**src/hw/rtl/pba_pkg.sv**
```systemverilog
// Shared types, constants and write-port bundle for the identifier allocator.
`timescale 1ns / 1ps

package pba_pkg;

	// Field widths of the request and response channels.
	localparam int PID_W   = 10;
	localparam int CNT_W   = 7;
	localparam int PN_W    = 32;
	localparam int STAT_W  = 3;
	localparam int MODE_W  = 2;

	// Identifier space and batch limit.
	localparam int MAX_PID   = 1023;
	localparam int MAX_BATCH = 64;

	// Busy bitmap organization: one word holds the busy bits of WORD_W identifiers.
	localparam int WORD_W   = 32;
	localparam int BIT_W    = $clog2(WORD_W);
	localparam int WORD_CNT = (MAX_PID + 1) / WORD_W;
	localparam int WIDX_W   = $clog2(WORD_CNT);
	localparam int OWN_DEPTH = MAX_PID + 1;

	typedef enum logic [MODE_W-1:0] {
		MODE_ALLOC_MANY  = 2'd0,
		MODE_ALLOC_NAMED = 2'd1,
		MODE_FREE_ALL    = 2'd2,
		MODE_FREE_NAMED  = 2'd3
	} mode_t;

	typedef enum logic [STAT_W-1:0] {
		STAT_OK        = 3'd0,
		STAT_BUSY      = 3'd1,
		STAT_RANGE     = 3'd2,
		STAT_NOT_ALLOC = 3'd3,
		STAT_EXHAUSTED = 3'd4,
		STAT_NONE      = 3'd5,
		STAT_BAD_COUNT = 3'd6
	} status_t;

	typedef enum logic [2:0] {
		ST_IDLE,
		ST_READ,
		ST_LOAD,
		ST_SCAN,
		ST_NAMED,
		ST_FREE_ALL,
		ST_EXHAUST,
		ST_ERROR
	} state_t;

	// Write requests from the sequencer to the storage.
	typedef struct packed {
		logic              word_we;
		logic [WIDX_W-1:0] word_addr;
		logic [WORD_W-1:0] word_data;
		logic              clr_all;
		logic              own_we;
		logic [PID_W-1:0]  own_addr;
		logic [PN_W-1:0]   own_data;
	} store_wr_t;

endpackage

```
**src/hw/rtl/pba_find.sv**
```systemverilog
// Search unit: position of the lowest clear bit of one bitmap word.
`timescale 1ns / 1ps

module pba_find (
	input  logic [pba_pkg::WORD_W-1:0] word,
	output logic                       found,
	output logic [pba_pkg::BIT_W-1:0]  idx
);
	import pba_pkg::*;

	// Priority encoder; the lowest clear bit wins.
	always_comb begin
		found = 1'b0;
		idx   = '0;
		for (int i = WORD_W - 1; i >= 0; i--) begin
			if (!word[i]) begin
				found = 1'b1;
				idx   = BIT_W'(i);
			end
		end
	end

endmodule

```
**config.mk**
```make
export PLATFORM = sky130hd
export DESIGN_NAME = pba_find
export DESIGN_NICKNAME = d
export VERILOG_FILES = /design/src/hw/rtl/pba_pkg.sv /design/src/hw/rtl/pba_find.sv
export SDC_FILE = /design/constraint.sdc
export NUM_CORES = 1
export LEC_CHECK = 0
export BUFFER_PORTS_ARGS = -buffer_cell sky130_fd_sc_hd__buf_2
export CORE_UTILIZATION = 30
export DETAILED_ROUTE_END_ITERATION = 8
export GPL_ROUTABILITY_DRIVEN = 0
export PLACE_DENSITY = 0.73
export SLEW_MARGIN = 20
export SYNTH_ARGS = -nofsm -noshare
export SYNTH_HDL_FRONTEND = slang
export SYNTH_SLANG_ARGS = --single-unit
```
**constraint.sdc**
```tcl
create_clock -name vclk -period 1.2
set_input_delay 0.12 -clock vclk [all_inputs]
set_output_delay 0.12 -clock vclk [all_outputs]
set_load 0.02 [all_outputs]
```
After elaboration in Yosys (flattened, before gate mapping)
Cells that the tools add are included.
W data, S select, Z words.
{"block": "op_classes", "muxes": 64}
{"op": "$mux W5", "count": 32}
{"op": "$mux W1", "count": 32}
{"block": "totals", "register_bits": 0, "out_inout_bits": 6, "elab_cells": 64}

Depth between registers and ports, before layout
Gate-level depths: netlist of the first run.
{"block": "depth", "depth_word": 32, "depth_mapped": 5, "mapped_depth_nobuf": 5}

Worst setup path before layout of the first run
No wires, ideal clock.
{"block": "synth_timing", "kind": "input port to output port", "start": "input port word[2] (netlist bit)", "end": "output port idx[4] (netlist bit)", "arrival_time_ps": 1083, "required_time_ps": 1080, "setup_slack_ps": -3, "cell_stages": 3, "path_buffers": 0, "cell_sequence": "nand4_1 or3_4 nor4_2"}
{"block": "synth_between", "elab_chain_cells": 3}
{"item": "from (decl)", "line": "pba_find.sv:5", "rtl": "input logic [pba_pkg::WORD_W-1:0] word,"}
{"item": "$mux W5 (3 in series)", "line": "pba_find.sv:16", "rtl": "if (!word[i]) begin"}
{"item": "to (decl)", "line": "pba_find.sv:7", "rtl": "output logic [pba_pkg::BIT_W-1:0] idx"}
No other way between the ends.

Final worst setup path of the first run
{"block": "layout_timing", "start": "input port word[11] (netlist bit)", "end": "output port idx[0] (netlist bit)"}
{"block": "layout_between", "elab_chain_cells": 12}
{"item": "$mux W5 (12 in series)", "line": "pba_find.sv:16"}
No other way between the ends.

==> qor.yml, run 1 <==
n_fill_cell: 59
rsz0062_at_grt: "yes"
pin_count: 38
period_minus_slack_ns: 1.32
setup_viol: 4
violations: "negative setup slack"
critPathRequiredTime_ns: 1.08
ir_drop_mv: 0.187
cpMaxStageDelayCell: "a2111oi_4"
synth_most_common_cell: "nand2_1"
yosysSeqAreaShare_pct: 0
endpoint: "idx[0]"
synth.cells.most_frequent: "11 x nand2_1, 9 x nand4_1, 6 x inv_1, 6 x nand3_1, 5 x a21oi_1"
antenna_left: 0
die_x_um: 38.2
synth_top_cell_area_share_pct: 14.3
num_vias: 828
dpl_worst_slack_ns: -0.168
antennaDiodeCount: 0
setup_ws_ns: -0.118
leakagePower_nw: 0.468
route.detailed.drc: 0
syn_inst: 66
setup-tns-final_ns: -0.319
rows: 12
dp.final_hpwl_um: 1390
worst_path_largest_cell_delay_ns: 0.32
routed_via_density: 5.75
fin_util_pct: 88.9
worst_slew_pin_slew_ns: 0.366
drt_wl_total_um: 2390
antenna_found_initial: 0
die-area_um2: 1460
grtUsageTotal_pct: 32.0
syn-cell-area_um2: 393
drtIter0Drc: 34
final_net_count: 164
initial_core_util_pct: 34.0
ff_latch_area_um2: 0
grt_max_degree: 5
crit_top_cell: "buf_6"
period_share_pct: 110
synth_area_leaders: "nand4_1 14%, nand2_1 11%, nand3_1 7.6%"
arrival_ns: 1.20
grt_overflow: 0
ys_types: 22
power_w: 0.000295
drive_gt1_share_pct: 60.8
synth_area_leader_cell: "nand4_1"
seq_cells: 0
grt_pass1_vias: 781
start_kind: "primary input"
n_clock_buffer: 0
worstPathCellList: "buf_6 -> inv_2 -> o21ai_2 -> a21o_1 -> a2111oi_4 -> o221a_2 -> buf_6"
numPortBuffers: 38
die-height_um: 38.2
status: "finished with violations"
clock.fmax_mhz: 759
critical_path_class: "primary input to output pin"
relSlewSlack_pct: 75.4
multi_input_area_um2: 428
syn_avg_cell_area_um2: 5.95
max_cap_violations: 0
synth_warnings: 0
area_growth_pct: 161
maxSlewViolCount: 0
crit_path_max_fanout: 2
min_from: "word[0]"
crit_path_end_kind: "output pin"
syn_nets: 98
p_per_area_nw_per_um2: 288
drt-wirelength-per-cell_um: 16.6
hold_class: "primary input to output pin"
grt_pass1_wl_um: 3330
crit_path_start: "word[11]"
hold_viol: 0
dr.pass1.iters: 4
coreArea_um2: 1160
==> routing by layer <==
layer | GRT usage (%) | share of wire [%] | wire, um
met1 | 36.5 | 38 | 911
met2 | 61.0 | 54 | 1290
met3 | 2.91 | 4.6 | 110
met4 | 9.82 | 3.1 | 74
met5 | 0 | 0 | 0
==> placed cells by master, fill, tap and decap left out, types with 3 or more instances in the layout <==
cell     synthesis  final
a21oi_2          0      3
buf_2            0     15
nand2_1         11     11
o21ai_0          4      3
a31oi_1          4      4
buf_6            0     25
nand4_1          9      9
buf_4            0     21
buf_8            0      3
inv_1            6      5
nand3_1          6      6
==> how the worst min path moves through the flow <==
stage,cells after the start,to
floorplan,1,idx[0]
finish,4,idx[0]
global route,4,idx[0]
CTS,4,idx[2]
global placement,4,idx[2]
detailed placement,4,idx[2]
==> kinds of logic (layout without fill, tap and decap cells) <==
family / after synthesis / count (layout) / synth area share (%)
AOI/OAI and AO/OA: 21 / 21 / 36.0
and+or+nand+nor: 39 / 39 / 58.3
buffers and inverters: 6 / 70 / 5.73
==> final cells by class <==
type | instances | area share (%)
timing repair buffer | 64 | 54.4
multi-input combinational | 60 | 41.7
inverter | 6 | 2.19
tap | 14 | 1.71
==> where the power goes <==
part	leakage, nW	total [W]	internal, W	switching (W)
clock network	0	0	0	0
registers	0	0	0	0
logic	0.468	0.000295	0.000171	0.000125
total	0.468	0.000295	0.000171	0.000125
==> repair_timing <==
| item | 4_1_cts | 5_1_grt |
|---|---|---|
| setup endpoints to repair | 6 | 6 |
| pin swaps | 16 | 14 |
| setup buffers | 5 | 2 |
| resized for setup | 23 | 27 |
| hold buffers | 0 | 0 |
==> worst max-delay path: cells and delay by family <==
kind / cells / cell delay, ns
AOI/OAI and AO/OA: 4 / 0.83
buffers and inverters: 3 / 0.25
==> through the flow <==
step | std cells | hold WS (ns) | area (um2)
2_1_floorplan | 66 | 0.385 | 402
3_3_place_gp | 138 | 0.646 | 759
3_5_place_dp | 138 | 0.675 | 759
4_1_cts | 143 | 0.664 | 896
5_1_grt | 144 | 0.709 | 1030
6_report | 144 | 0.694 | 1030
No activity file was read; power rests on OpenSTA's default activity.
==> inputs of run 2 (changes only) <==
--- a/config.mk
+++ b/config.mk
@@ -6,10 +6,11 @@
 export NUM_CORES = 1
 export LEC_CHECK = 0
 export BUFFER_PORTS_ARGS = -buffer_cell sky130_fd_sc_hd__buf_2
-export CORE_UTILIZATION = 30
+export CORE_AREA = 2 2 39 41
 export DETAILED_ROUTE_END_ITERATION = 8
+export DIE_AREA = 0 0 41 43
 export GPL_ROUTABILITY_DRIVEN = 0
-export PLACE_DENSITY = 0.73
+export PLACE_DENSITY = 0.72
 export SLEW_MARGIN = 20
 export SYNTH_ARGS = -nofsm -noshare
 export SYNTH_HDL_FRONTEND = slang
==> qor.yml, run 2 (synthesis results as in run 1) <==
violations: "negative setup slack"
period_minus_slack_ns: 1.27  # -0.0483 ns
antenna_left: 0  # unchanged
n_clock_buffer: 0  # unchanged
numPortBuffers: 38  # unchanged
arrival_ns: 1.15  # -0.05 ns
holdPathStages: 4  # unchanged
worst_slew_pin_slew_ns: 0.263  # -0.102 ns
setup_viol: 3  # -1
antennaDiodeCount: 0  # unchanged
hold_class: "primary input to output pin"
dp.final_hpwl_um: 1270  # -8.7%
max_cap_violations: 0  # unchanged
coreArea_um2: 1380  # +20%
crit_path_start: "word[31]"
wl_met3_um: 107  # -2.7%
drive_gt1_share_pct: 56.5  # -4.3 points
drtIter0Drc: 6  # -82%
final_common_cell: "buf_4"
layout_common_cells: "23 x buf_4, 20 x buf_2, 15 x buf_6"
seq_cells: 0  # unchanged
hold_viol: 0  # unchanged
drt_wl_total_um: 1560  # -35%
min_from: "word[9]"
dp.cells: 137  # -0.72%
maxSlewViolCount: 0  # unchanged
dr.pass1.iters: 4  # unchanged
grt_overflow: 0  # unchanged
ff_latch_area_um2: 0  # unchanged
fin_util_pct: 64.0  # -25 points
route.top_layer_used: "met3"
grt_pass1_vias: 700  # -10%
n_fill_cell: 121  # +110%
grt_max_degree: 6  # +1
clock.fmax_mhz: 787  # +3.8%
leakagePower_nw: 0.416  # -11%
period_share_pct: 106  # -4.0 points
rsz0062_at_grt: "yes"
route.detailed.drc: 0  # unchanged
critPathRequiredTime_ns: 1.08  # about the same
final_cells: 140  # -2.8%
met1Wirelength_um: 617  # -32%
initial_core_util_pct: 28.4  # -5.6 points
die-area_um2: 1760  # +21%
drt-wirelength-per-cell_um: 11.2  # -33%
status: "finished with violations"
setup_ws_ns: -0.0699  # +0.0483 ns
wl_met2_um: 839  # -35%
setup-tns-final_ns: -0.121  # +0.198 ns
grtUsageTotal_pct: 18.5  # -14 points
routed_via_density: 5.39  # -6.3%
relSlewSlack_pct: 82.4  # +7.0 points
crit_path_max_fanout: 3  # +1
crit_path_end_kind: "output pin"
die-height_um: 43  # +13%
final_net_count: 158  # -3.7%
rows: 14  # +2
pin_count: 38  # unchanged
start_kind: "primary input"
area_growth_pct: 125
grt_pass1_wl_um: 2460  # -26%
antenna_found_initial: 0  # unchanged
p_per_area_nw_per_um2: 263  # -8.5%
num_vias: 754  # -8.9%
hold_slack_ns: 0.698  # +0.00364 ns
die_x_um: 41  # +7.4%
ir_drop_mv: 0.172  # -7.8%
min_to: "idx[1]"
critical_path_class: "primary input to output pin"
-- run 2: power by group --
part	switching (W)	internal, W
clock	0	0
sequential	0	0
combinational	0.000101	0.000132
-- run 2: final cells by class --
| type | instances | area (um2) | area share, % |
|---|---|---|---|
| Timing Repair Buffer | 58 | 442 | 49.9 |
| Inverter | 6 | 22.5 | 2.54 |
| Tap cell | 16 | 20.0 | 2.26 |
| Multi-Input combinational cell | 60 | 402 | 45.3 |
-- run 2: layer usage --
| layer | vias to the layer above | track usage [%] |
|---|---|---|
| met5 | - | 0 |
| met4 | 0 | 0.667 |
| met3 | 0 | 0 |
| met2 | 30 | 35.0 |
| met1 | 342 | 22.9 |
| li1 | 382 | - |
-- run 2: through the flow --
step,setup WS (ns),cell area [um2],total power (W)
after floorplan,0.0600,402,0.0000563
after global placement,-0.110,739,0.000187
after detailed placement,-0.146,739,0.000190
after CTS,-0.0833,852,0.000222
after global routing,-0.120,886,0.000255
final,-0.0699,886,0.000233
-- run 2: worst max-delay path, cell delays in order --
cell and delay (ns):
buf_6 0.07, nand4_1 0.10, or3_4 0.40, nor3_4 0.18, nand3b_1 0.13, buf_6 0.15
-- run 2: worst max path at each step --
stage / to / slack [ns] / cells past startpoint
global route: found / -0.12 / 6
floorplan: found / 0.06 / 4
CTS: idx[0] / -0.08 / 7
detailed placement: found / -0.15 / 6
finish: found / -0.07 / 6
global placement: idx[0] / -0.11 / 7
-- run 2: timing repair --
action,4_1_cts,5_1_grt
endpoints found under the setup margin,4,6
gates resized for setup,20,10
hold buffers,0,0
setup buffers,4,0
pin swaps,16,8
